File: config.mk
export PLATFORM = sky130hd
export DESIGN_NAME = expression_tokenizer
export DESIGN_NICKNAME = d
export VERILOG_FILES = /design/src/rtl/core/exptok_pkg.sv /design/src/rtl/core/expression_tokenizer.sv /design/src/rtl/core/exptok_queue.sv
export VERILOG_INCLUDE_DIRS = /design/src /design/src/rtl/core
export SDC_FILE = /design/constraint.sdc
export NUM_CORES = 1
export LEC_CHECK = 0
export ABC_AREA = 1
export BUFFER_PORTS_ARGS = -buffer_cell sky130_fd_sc_hd__buf_2
export CAP_MARGIN = 20
export CORE_MARGIN = 10
export CORE_UTILIZATION = 56
export CTS_CLUSTER_SIZE = 20
export DETAILED_ROUTE_END_ITERATION = 10
export GPL_ROUTABILITY_DRIVEN = 1
export GPL_TIMING_DRIVEN = 0
export HOLD_SLACK_MARGIN = 0.08
export PLACE_DENSITY = 0.76
export SLEW_MARGIN = 20
export SYNTH_ARGS = -nofsm -noshare
export SYNTH_HDL_FRONTEND = slang
export SYNTH_SLANG_ARGS = --single-unit
File: constraint.sdc
create_clock -name clk -period 3.09 [get_ports clk]
set_input_delay 0.1545 -clock clk [delete_from_list [all_inputs] [get_ports clk]]
set_output_delay 0.1545 -clock clk [all_outputs]
set_load 0.02 [all_outputs]
File: src/rtl/core/expression_tokenizer_macros.svh
// assertion helpers for the expression tokenizer
`ifndef EXPRESSION_TOKENIZER_MACROS_SVH
`define EXPRESSION_TOKENIZER_MACROS_SVH

// same-cycle implication, off while in reset
`define EXPTOK_ASSERT_NOW(label, clk, rst, ante, cons, msg) \
  label: assert property (@(posedge clk) disable iff (rst) (ante) |-> (cons)) \
    else $error(msg);

// next-cycle implication, off while in reset
`define EXPTOK_ASSERT_NEXT(label, clk, rst, ante, cons, msg) \
  label: assert property (@(posedge clk) disable iff (rst) (ante) |=> (cons)) \
    else $error(msg);

`endif

File: src/rtl/core/exptok_pkg.sv
`default_nettype none
package exptok_pkg;

  localparam int MAX_TEXT_DEF    = 1022;
  localparam int VALUE_WIDTH_DEF = 32;
  localparam int POS_WIDTH_DEF   = 16;
  localparam int KIND_W          = 4;
  localparam int PREFIX_W        = 32;

  // token kinds as they appear on the output
  typedef enum logic [KIND_W-1:0] {
    K_VAR     = 4'd0,
    K_NUM     = 4'd1,
    K_PLUS    = 4'd2,
    K_MINUS   = 4'd3,
    K_MULT    = 4'd4,
    K_DIV     = 4'd5,
    K_EXP     = 4'd6,
    K_LPAREN  = 4'd7,
    K_RPAREN  = 4'd8,
    K_SIN     = 4'd9,
    K_COS     = 4'd10,
    K_TAN     = 4'd11,
    K_SQRT    = 4'd12,
    K_EOF     = 4'd13,
    K_UNKNOWN = 4'd14
  } kind_t;

  // pending run mode
  typedef enum logic [2:0] {
    MODE_IDLE = 3'b001,
    MODE_NUM  = 3'b010,
    MODE_NAME = 3'b100
  } mode_t;

  // how many words go into the result queue this cycle
  typedef struct packed {
    logic first;
    logic second;
  } push_t;

  localparam logic [7:0] CH_PLUS   = 8'h2b;
  localparam logic [7:0] CH_MINUS  = 8'h2d;
  localparam logic [7:0] CH_MULT   = 8'h2a;
  localparam logic [7:0] CH_DIV    = 8'h2f;
  localparam logic [7:0] CH_EXP    = 8'h5e;
  localparam logic [7:0] CH_LPAREN = 8'h28;
  localparam logic [7:0] CH_RPAREN = 8'h29;

  // first name bytes packed with the first byte lowest
  localparam logic [PREFIX_W-1:0] NAME_SIN  = 32'h006e6973;
  localparam logic [PREFIX_W-1:0] NAME_COS  = 32'h00736f63;
  localparam logic [PREFIX_W-1:0] NAME_TAN  = 32'h006e6174;
  localparam logic [PREFIX_W-1:0] NAME_SQRT = 32'h74727173;

  // single-character operator decode
  function automatic kind_t single_kind(input logic [7:0] c);
    kind_t k;
    case (c)
      CH_PLUS:   k = K_PLUS;
      CH_MINUS:  k = K_MINUS;
      CH_MULT:   k = K_MULT;
      CH_DIV:    k = K_DIV;
      CH_EXP:    k = K_EXP;
      CH_LPAREN: k = K_LPAREN;
      CH_RPAREN: k = K_RPAREN;
      default:   k = K_UNKNOWN;
    endcase
    return k;
  endfunction

endpackage
`default_nettype wire

File: src/rtl/core/expression_tokenizer.sv
`default_nettype none
// channel   direction  handshake           payload
// input     in         in_valid/in_ready   ch, end_marker
// result    out        out_valid/out_ready token_kind, start_offset, text_length,
//                                          number_value, number_overflow, last
//
// one character word is taken per cycle while in_ready is high; the run state updates in that cycle
// and the tokens it finishes, up to two, land in a four-word result queue.
// in_ready drops only when the queue holds more than two words, so a stream
// of two-token characters is paced by the queue's pop.
// reset is synchronous; it empties the queue and clears the run and position.
// a stalled result side fills the queue and then holds off new characters.
module expression_tokenizer import exptok_pkg::*; #(
  parameter int MAX_TEXT    = MAX_TEXT_DEF,
  parameter int VALUE_WIDTH = VALUE_WIDTH_DEF,
  parameter int POS_WIDTH   = POS_WIDTH_DEF,
  localparam int LEN_W      = $clog2(MAX_TEXT + 1)
) (
  input  wire logic                   clk,
  input  wire logic                   rst,
  input  wire logic                   in_valid,
  output logic                        in_ready,
  input  wire logic [7:0]             ch,
  input  wire logic                   end_marker,
  output logic                        out_valid,
  input  wire logic                   out_ready,
  output logic [KIND_W-1:0]           token_kind,
  output logic [POS_WIDTH-1:0]        start_offset,
  output logic [LEN_W-1:0]            text_length,
  output logic [VALUE_WIDTH-1:0]      number_value,
  output logic                        number_overflow,
  output logic                        last
);

`include "expression_tokenizer_macros.svh"

  localparam int TOK_W = KIND_W + POS_WIDTH + LEN_W + VALUE_WIDTH + 2;
  localparam logic [VALUE_WIDTH-1:0] VMAX = '1;

  // run state
  mode_t                  mode, mode_next;
  logic [PREFIX_W-1:0]    prefix, prefix_next;
  logic [LEN_W-1:0]       run_len, run_len_next;
  logic [VALUE_WIDTH-1:0] acc, acc_next;
  logic                   acc_ovf, acc_ovf_next;
  logic [POS_WIDTH-1:0]   pos, pos_next;
  logic [POS_WIDTH-1:0]   run_start, run_start_next;

  logic                   accept;
  logic                   is_digit, is_alpha, is_space;
  logic                   cont;
  logic                   flush_en, second_en;
  kind_t                  flush_kind, second_kind, name_k;
  logic [POS_WIDTH-1:0]   second_start;
  logic [LEN_W-1:0]       second_len;
  logic [VALUE_WIDTH+3:0] wide;
  logic [LEN_W-1:0]       run_len_grown;
  logic [TOK_W-1:0]       flush_word, second_word, word_a, word_b, pop_word;
  push_t                  push;
  logic                   room;

  assign accept   = in_valid && in_ready;
  assign in_ready = room;

  // character classes
  always_comb begin
    is_digit = ch inside {[8'h30:8'h39]};
    is_alpha = ch inside {[8'h41:8'h5a], [8'h61:8'h7a]};
    is_space = ch inside {8'h20, [8'h09:8'h0d]};
  end

  // a character that extends the pending run
  assign cont = !end_marker &&
                (((mode == MODE_NUM) && is_digit) || ((mode == MODE_NAME) && is_alpha));

  // decimal accumulate, saturating
  assign wide = {1'b0, acc, 3'b000} + {3'b000, acc, 1'b0} + (VALUE_WIDTH + 4)'(ch[3:0]);
  assign run_len_grown = (run_len < LEN_W'(MAX_TEXT)) ? run_len + LEN_W'(1) : run_len;

  // name kind once the run ends; a paren after it picks a function, or unknown if none matches
  always_comb begin
    name_k = K_VAR;
    if (!end_marker && (ch == CH_LPAREN)) begin
      if (run_len == LEN_W'(3) && prefix == NAME_SIN) begin
        name_k = K_SIN;
      end else if (run_len == LEN_W'(3) && prefix == NAME_COS) begin
        name_k = K_COS;
      end else if (run_len == LEN_W'(3) && prefix == NAME_TAN) begin
        name_k = K_TAN;
      end else if (run_len == LEN_W'(4) && prefix == NAME_SQRT) begin
        name_k = K_SQRT;
      end else begin
        name_k = K_UNKNOWN;
      end
    end
  end

  // tokens produced by this word
  always_comb begin
    flush_en     = !cont && ((mode == MODE_NUM) || (mode == MODE_NAME));
    flush_kind   = (mode == MODE_NUM) ? K_NUM : name_k;
    second_en    = end_marker || (!cont && !is_digit && !is_alpha && !is_space);
    second_kind  = end_marker ? K_EOF : single_kind(ch);
    second_start = pos;
    second_len   = end_marker ? '0 : LEN_W'(1);
  end

  // next run state
  always_comb begin
    mode_next      = mode;
    prefix_next    = prefix;
    run_len_next   = run_len;
    acc_next       = acc;
    acc_ovf_next   = acc_ovf;
    pos_next       = pos + POS_WIDTH'(1);
    run_start_next = run_start;
    if (end_marker) begin
      mode_next      = MODE_IDLE;
      prefix_next    = '0;
      run_len_next   = '0;
      acc_next       = '0;
      acc_ovf_next   = 1'b0;
      run_start_next = '0;
      pos_next       = '0;
    end else if (cont) begin
      run_len_next = run_len_grown;
      if (is_digit) begin
        if (acc_ovf || (wide[VALUE_WIDTH+3:VALUE_WIDTH] != 4'd0)) begin
          acc_next     = VMAX;
          acc_ovf_next = 1'b1;
        end else begin
          acc_next = wide[VALUE_WIDTH-1:0];
        end
      end else if (run_len < LEN_W'(4)) begin
        prefix_next = prefix | (PREFIX_W'(ch) << {run_len[1:0], 3'b000});
      end
    end else begin
      mode_next      = MODE_IDLE;
      prefix_next    = '0;
      run_len_next   = '0;
      acc_next       = '0;
      acc_ovf_next   = 1'b0;
      run_start_next = '0;
      if (is_digit) begin
        mode_next      = MODE_NUM;
        run_start_next = pos;
        run_len_next   = LEN_W'(1);
        acc_next       = VALUE_WIDTH'(ch[3:0]);
      end else if (is_alpha) begin
        mode_next      = MODE_NAME;
        run_start_next = pos;
        run_len_next   = LEN_W'(1);
        prefix_next    = PREFIX_W'(ch);
      end
    end
  end

  always_ff @(posedge clk) begin
    if (rst) begin
      mode      <= MODE_IDLE;
      prefix    <= '0;
      run_len   <= '0;
      acc       <= '0;
      acc_ovf   <= 1'b0;
      pos       <= '0;
      run_start <= '0;
    end else if (accept) begin
      mode      <= mode_next;
      prefix    <= prefix_next;
      run_len   <= run_len_next;
      acc       <= acc_next;
      acc_ovf   <= acc_ovf_next;
      pos       <= pos_next;
      run_start <= run_start_next;
    end
  end

  // result words; the later one of the pair carries last
  always_comb begin
    flush_word  = {flush_kind, run_start, run_len,
                   (mode == MODE_NUM) ? acc : '0,
                   (mode == MODE_NUM) && acc_ovf, !second_en};
    second_word = {second_kind, second_start, second_len, {VALUE_WIDTH{1'b0}}, 1'b0, 1'b1};
    push.first  = accept && (flush_en || second_en);
    push.second = accept && flush_en && second_en;
    word_a      = flush_en ? flush_word : second_word;
    word_b      = second_word;
  end

  exptok_queue #(
    .DATA_W (TOK_W)
  ) u_queue (
    .clk       (clk),
    .rst       (rst),
    .push      (push),
    .data_a    (word_a),
    .data_b    (word_b),
    .room      (room),
    .pop_valid (out_valid),
    .pop_ready (out_ready),
    .pop_data  (pop_word)
  );

  assign {token_kind, start_offset, text_length, number_value, number_overflow, last} =
    pop_word;

  // checks
  `EXPTOK_ASSERT_NEXT(a_eof_resets_pos, clk, rst, accept && end_marker, pos == '0, "position not cleared after end")
  `EXPTOK_ASSERT_NOW(a_idle_no_len, clk, rst, mode == MODE_IDLE, run_len == '0, "idle with nonzero run length")
  `EXPTOK_ASSERT_NOW(a_ovf_saturated, clk, rst, acc_ovf, acc == VMAX, "overflow flag without saturated value")
  `EXPTOK_ASSERT_NOW(a_break_flushes, clk, rst, accept && !end_marker && mode == MODE_NUM && !is_digit, push.first, "number run ended without a token")

endmodule
`default_nettype wire

File: src/rtl/core/exptok_queue.sv
`default_nettype none
module exptok_queue import exptok_pkg::*; #(
  parameter int DATA_W = 64
) (
  input  wire logic              clk,
  input  wire logic              rst,
  input  wire push_t             push,
  input  wire logic [DATA_W-1:0] data_a,
  input  wire logic [DATA_W-1:0] data_b,
  output logic                   room,
  output logic                   pop_valid,
  input  wire logic              pop_ready,
  output logic [DATA_W-1:0]      pop_data
);

  localparam int DEPTH = 4;
  localparam int PTR_W = $clog2(DEPTH);
  localparam int CNT_W = $clog2(DEPTH + 1);

  logic [DATA_W-1:0] slots [DEPTH];
  logic [PTR_W-1:0]  wr_ptr, rd_ptr;
  logic [CNT_W-1:0]  count;
  logic [CNT_W-1:0]  count_next;
  logic              pop;
  logic [1:0]        n_push;

  assign pop       = pop_valid && pop_ready;
  assign n_push    = {1'b0, push.first} + {1'b0, push.second};
  assign pop_valid = (count != '0);
  assign pop_data  = slots[rd_ptr];
  // room for the two words one item can produce
  assign room      = (count <= CNT_W'(DEPTH - 2));

  always_comb begin
    count_next = count + CNT_W'(n_push) - CNT_W'(pop);
  end

  // slot writes, first word at the write pointer
  always_ff @(posedge clk) begin
    if (push.first) begin
      slots[wr_ptr] <= data_a;
    end
    if (push.second) begin
      slots[wr_ptr + PTR_W'(1)] <= data_b;
    end
  end

  // pointers and fill count
  always_ff @(posedge clk) begin
    if (rst) begin
      wr_ptr <= '0;
      rd_ptr <= '0;
      count  <= '0;
    end else begin
      wr_ptr <= wr_ptr + PTR_W'(n_push);
      if (pop) begin
        rd_ptr <= rd_ptr + PTR_W'(1);
      end
      count <= count_next;
    end
  end

endmodule
`default_nettype wire
==> summary.txt, run 1 <==
Critical Path Fanout Max: 10
GR Overflow Total: 0
Leak Pwr: 8.74 nW
Syn Inst Count: 2,496
Synth Cell Area: 19,000 um2
CTS Buf Count: 41
syn_area_per_cell: 7.62 um2
CTS max path bufs: 3
share of cells above drive strength 1: 10.6%
global-route wire length before repair: 95.0 mm
syn_nets: 2,582
chip height: 204 um
clk slew on worst S/H paths: 0.06 ns
H-tree depth: 2
r2r endpoint: acc[19]
GRT Resource Usage Total: 27.9%
count of distinct cell types in the synthesized netlist: 47
Total Power: 13.5 mW
Vias: 18,848
register area share after synthesis: 43.9%
synthesized flop and latch total: 375
# rows: 67
Ys Warns: 0
Nets: 2,714
Sum Neg Setup Slack: 0 ns
Slowest-stage cell, CP: clkbuf_1
DR vias/cell: 6.07
crit-path cells: clkbuf_2 > clkbuf_1 > clkbuf_2 > nor2_1 > o22ai_1 > buf_2
Top-Level Pins: 79
ys flop type: dfxtp_1
Area Overhead vs Synth: 13.3%
Clock Latency Late Sink: 0.56 ns
Setup crit end kind: output pin
pwr dens: 627 nW/um2
Setup Skew: 0.0269 ns
worst hold slack: 0.112 ns
Req. time, crit path: 2.94 ns
Routability Congestion: 0.957
Filler cells: 2,958
final core utilization: 64.3%
HPWL after detailed placement: 43.4 mm
# setup viols final: 0
hold depth: 5
Clock Tree Root: clkbuf_16
Post-synth EDFFs: 84
starting density of the core: 56.7%
Arrival @ worst endpoint: 2.91 ns
DR pass1 iterations: 6
pre-CTS setup slack: -0.697 ns
Reg2Reg Depth: 18
final wirelength: 60.7 mm
TritonCTS Sinks: 375
Worst setup SP type: flip-flop
Tmin final: 3.06 ns
max-cap viol count: 0
die width: 204 um
status: finished, final reports clean
Port Buffers: 75
core area: 33,500 um2
most frequent cells in the layout: 388 x nand2_1, 340 x o21ai_0, 283 x dfxtp_1, 248 x nand3_1, 225 x nor2_1
most frequent CP cell: clkbuf_2
Buf/Inv on CP: 4
Max VDD drop: 0.500 mV
worst setup path class: reg -> out
drt wl/cell: 19.5 um
largest net degree at the start of global routing: 23
Worst Setup Slack, final: 0.0253 ns
max_slew headroom: 35.7%
RR Startpoint: acc[0]
hold path startpoint: ch[6]
Hold Path Class: in -> reg
Final Max Slew Viols: 0
DRC violations left: 0
Routed Antenna Nets: 0
CTS tree: built
Die ar.: 41,700 um2
final hold vios: 0
initial antenna violation count: 0
Hold EP: prefix[6]
CP max stage delay: 0.49 ns
fmax: 326 MHz
most common cell after layout, fill and taps aside: nand2_1
# diodes: 0
Worst R2R Setup Slack: 0.11 ns
Worst Tran Pin Value: 0.954 ns
vias in the first global route: 17,712
fin crit share: 99.2%
share of flip-flops with an asynchronous set or reset: 0%
First DRT Iteration DRCs: 1,907
Worst path top cell family by delay: buffers and inverters
-- power breakdown --
part	internal (mW)	leakage, nW	switching [mW]
logic	0.901	5.02	2.47
registers	5.30	3.08	0.120
clock network	2.69	0.639	2.04
-- final cells by class --
type / count / area, um2 / area share (%)
Multi-Input combinational cell: 1774 / 9330 / 43.3
Sequential cell: 375 / 8360 / 38.8
Clock buffer: 62 / 1200 / 5.55
Buffer: 160 / 812 / 3.77
Inverter: 187 / 706 / 3.27
Tap cell: 448 / 561 / 2.60
Timing Repair Buffer: 89 / 498 / 2.31
Clock inverter: 12 / 90.1 / 0.418
-- flip-flops by register name, summed over array words and instances (netlist names), 3 cells and up, named ones only --
signal / cells
prefix: 32
mode: 3
acc: 32
u_queue.slots: 256
u_queue.count: 3
run_start: 16
pos: 16
run_len: 10
-- stage by stage --
step	instance area (um2)	cells
global route	21600	3107
floorplan	19000	2496
detailed placement	20000	3019
finish	21600	3107
CTS	21400	3103
global placement	20000	3019
-- synthesized netlist by cell type, types with 41 or more instances --
library cell  number  area share, %
o21ai_0          352            9.3
dfxtp_1          291             31
nand2_1          404            8.0
o22ai_1          129            4.2
o21ai_1           41            1.1
a21oi_1          122            3.2
edfxtp_1          84             13
ha_1              70            4.6
inv_1            183            3.6
nor2_1           230            4.5
clkbuf_1          94            1.9
nand3_1          252            6.6
-- worst reg2reg max path: cells and delay by family, from the launching register on --
| family | cells | cell delay (ns) |
|---|---|---|
| buf+inv | 2 | 0.35 |
| compound gates | 2 | 0.20 |
| fa+ha+maj | 2 | 0.91 |
| simple gates | 12 | 1.02 |
| flops | 1 | 0.37 |
-- worst max-delay path by stage --
stage	to	cells past startpoint	slack [ns]	start
2_1_floorplan	acc[20]	18	0.17	acc[0]
3_3_place_gp	u_queue.slots[3][51]	13	-0.65	ch[2]
3_5_place_dp	u_queue.slots[0][48]	13	-0.70	ch[2]
4_1_cts	acc[24]	18	-0.0008	acc[2]
5_1_grt	acc[20]	18	-0.05	acc[0]
6_report	text_length[5]	6	0.03	flip-flop
-- kinds of logic after synthesis --
logic type | after synthesis | share of synthesized area, %
XOR/XNOR | 30 | 1.38
adder cells (fa/ha/maj) | 73 | 4.92
buffers and inverters | 347 | 7.83
AO/OA/AOI/OAI | 681 | 19.6
flip-flops | 375 | 43.9
AND/OR/NAND/NOR | 990 | 22.4
-- per-layer routing --
layer | wire [um] | global-route usage, %
met1 | 25400 | 38.2
met3 | 6030 | 3.72
met2 | 27400 | 44.6
met4 | 1860 | 9.81
met5 | 0 | 0
-- repair_timing --
action                                  4_1_cts  5_1_grt
hold buffers                                  7        0
hold endpoints to repair                     19        0
pin swaps                                     3        5
setup buffers                                 3        4
endpoints found under the setup margin      119       77
resized for setup                            30       44
Power figures use the tool's default switching activity.
==> inputs of run 2 (changes only) <==
--- a/config.mk
+++ b/config.mk
@@ -17,6 +17,7 @@
 export GPL_TIMING_DRIVEN = 0
 export HOLD_SLACK_MARGIN = 0.08
 export PLACE_DENSITY = 0.76
+export SETUP_SLACK_MARGIN = 0.15
 export SLEW_MARGIN = 20
 export SYNTH_ARGS = -nofsm -noshare
 export SYNTH_HDL_FRONTEND = slang
==> run 2 against run 1 <==
Sequential power is essentially flat. Cell count grew 0.19%. Clock-buffer cell count is the same. Register-to-register slack gained 0.12 ns. First-iteration DRC count grew 9.4%. Fmax grew 2.4%. Sequential cell count is the same. Clock power is essentially flat. Die area is the same. Combinational power is essentially flat. Power is essentially flat. Utilization grew 0.48 points. Critical endpoint is now text_length[2]. Highest routed layer unchanged.
==> summary.txt, run 2 (synthesized netlist as in run 1, its figures left out) <==
fin crit share: 96.8% (-2.4 points)
Largest Register: u_queue.slots
Hold Path Class: in -> reg
TritonCTS Sinks: 375 (unchanged)
crit-path cells: inv_1 > clkbuf_1 > clkbuf_1 > o21ai_0 > o22ai_1 > buf_2
status: finished, final reports clean
CP max stage delay: 0.58 ns (+0.09 ns)
drt wl/cell: 19.6 um (+0.23%)
Top-Level Pins: 79 (unchanged)
Critical Path Fanout Max: 10 (unchanged)
final wirelength: 61.0 mm (+0.42%)
Max VDD drop: 0.502 mV (+0.41%)
Worst setup SP type: flip-flop
Setup crit end kind: output pin
global-route wire length before repair: 95.1 mm (+0.10%)
pwr dens: 623 nW/um2 (-0.65%)
share of cells above drive strength 1: 11.9% (+1.3 points)
most frequent CP cell: clkbuf_1
Largest regs: u_queue.slots x256, acc x32, prefix x32
Clock Tree Root: clkbuf_16
Worst R2R Setup Slack: 0.23 ns (+0.12 ns)
most common cell after layout, fill and taps aside: nand2_1
Area Overhead vs Synth: 14.1%
# setup viols final: 0 (unchanged)
DR vias/cell: 6.08 (+0.15%)
Leak Pwr: 8.80 nW (+0.71%)
# diodes: 0 (unchanged)
Routability Congestion: 0.957 (unchanged)
pre-CTS setup slack: -0.697 ns (unchanged)
final hold vios: 0 (unchanged)
GR Overflow Total: 0 (unchanged)
CTS Buf Count: 41 (unchanged)
initial antenna violation count: 0 (unchanged)
Clock Latency Late Sink: 0.56 ns (about the same)
Tmin final: 2.99 ns (-0.0732 ns)
Routed Antenna Nets: 0 (unchanged)
GRT Resource Usage Total: 28.0% (+0.044 points)
most frequent cells in the layout: 380 x nand2_1, 339 x o21ai_0, 271 x dfxtp_1, 246 x nand3_1, 222 x nor2_1
# rows: 67 (unchanged)
core area: 33,500 um2 (unchanged)
DRC violations left: 0 (unchanged)
Reg2Reg Depth: 16 (-2)
chip height: 204 um (unchanged)
max FFs per register: 256 (unchanged)
CTS max path bufs: 3 (unchanged)
hold path startpoint: ch[6]
starting density of the core: 56.7% (unchanged)
CTS tree: built
vias in the first global route: 17,753 (+0.23%)
fmax: 334 MHz (+2.4%)
H-tree depth: 2 (unchanged)
Filler cells: 2,946 (-0.41%)
Vias: 18,913 (+0.34%)
Worst Tran Pin Value: 0.956 ns (+0.00207 ns)
max_slew headroom: 35.6% (-0.14 points)
worst setup path class: reg -> out
Die ar.: 41,700 um2 (unchanged)
First DRT Iteration DRCs: 2,087 (+9.4%)
Setup Skew: 0.0268 ns (-0.000123 ns)
largest net degree at the start of global routing: 23 (unchanged)
Nets: 2,720 (+0.22%)
hold depth: 5 (unchanged)
Arrival @ worst endpoint: 2.84 ns (-0.07 ns)
RR Startpoint: acc[5]
clk slew on worst S/H paths: 0.06 ns (about the same)
RSZ-0062 raised after global routing: false
Slowest-stage cell, CP: clkbuf_1
final core utilization: 64.8% (+0.48 points)
max-cap viol count: 0 (unchanged)
Final Max Slew Viols: 0 (unchanged)
die width: 204 um (unchanged)
Worst Setup Slack, final: 0.0986 ns (+0.0732 ns)
HPWL after detailed placement: 43.4 mm (unchanged)
Req. time, crit path: 2.94 ns (about the same)
Port Buffers: 75 (unchanged)
DR pass1 iterations: 6 (unchanged)
run 2: metrics by stage:
stage	power [mW]	instances	TNS, ns	hold slack [ns]	instance area [um2]
after floorplan	7.59	2496	0	0.315	19000
after global placement	8.74	3019	-59.74	0.436	20000
after detailed placement	8.80	3019	-63.15	0.442	20000
after CTS	13.4	3107	0	0.0878	21500
after global routing	14.0	3113	0	0.121	21700
final	13.5	3113	0	0.110	21700
run 2: cell type report:
cell class	instances	area, um2	area share, %
multi-input cells	1774	9410	43.3
flip-flops and latches	375	8380	38.6
clock buffers	62	1200	5.51
plain buffers	160	817	3.76
inverters	187	704	3.24
well taps	448	561	2.58
repair buffers	95	556	2.56
clock inverters	12	90.1	0.415
run 2: worst paths after layout:
kind / end
setup / recovery: text_length[2]
hold / removal: prefix[6]
setup reg to reg: acc[15]
hold reg to reg: pos[15]
run 2: what timing repair did:
action	in CTS	in global routing
resized for setup	51	63
buffers inserted	7	6
cloned	0	0
hold buffers	7	0
endpoints found under the setup margin	142	79
endpoints found under the hold margin	19	0
pin swaps	6	10
run 2: worst max-delay path: cells and delay by family (launching register included):
family | cells | cell delay [ns]
DFF | 1 | 0.36
buffers and inverters | 4 | 1.43
AOI/OAI and AO/OA | 2 | 0.50
run 2: metal layers:
| layer | wire length, um | global-route usage (%) | vias to the layer above |
|---|---|---|---|
| met2 | 27500 | 44.6 | 984 |
| met5 | 0 | 0 | - |
| met1 | 25000 | 38.2 | 8880 |
| met3 | 6520 | 3.77 | 148 |
| met4 | 1940 | 10.0 | 0 |
| li1 | - | - | 8901 |
run 2: report_power, final:
part | switching (mW) | internal [mW] | leakage [nW]
combinational | 2.47 | 0.910 | 5.08
sequential | 0.120 | 5.30 | 3.08
clock | 2.04 | 2.69 | 0.639
total | 4.63 | 8.90 | 8.80
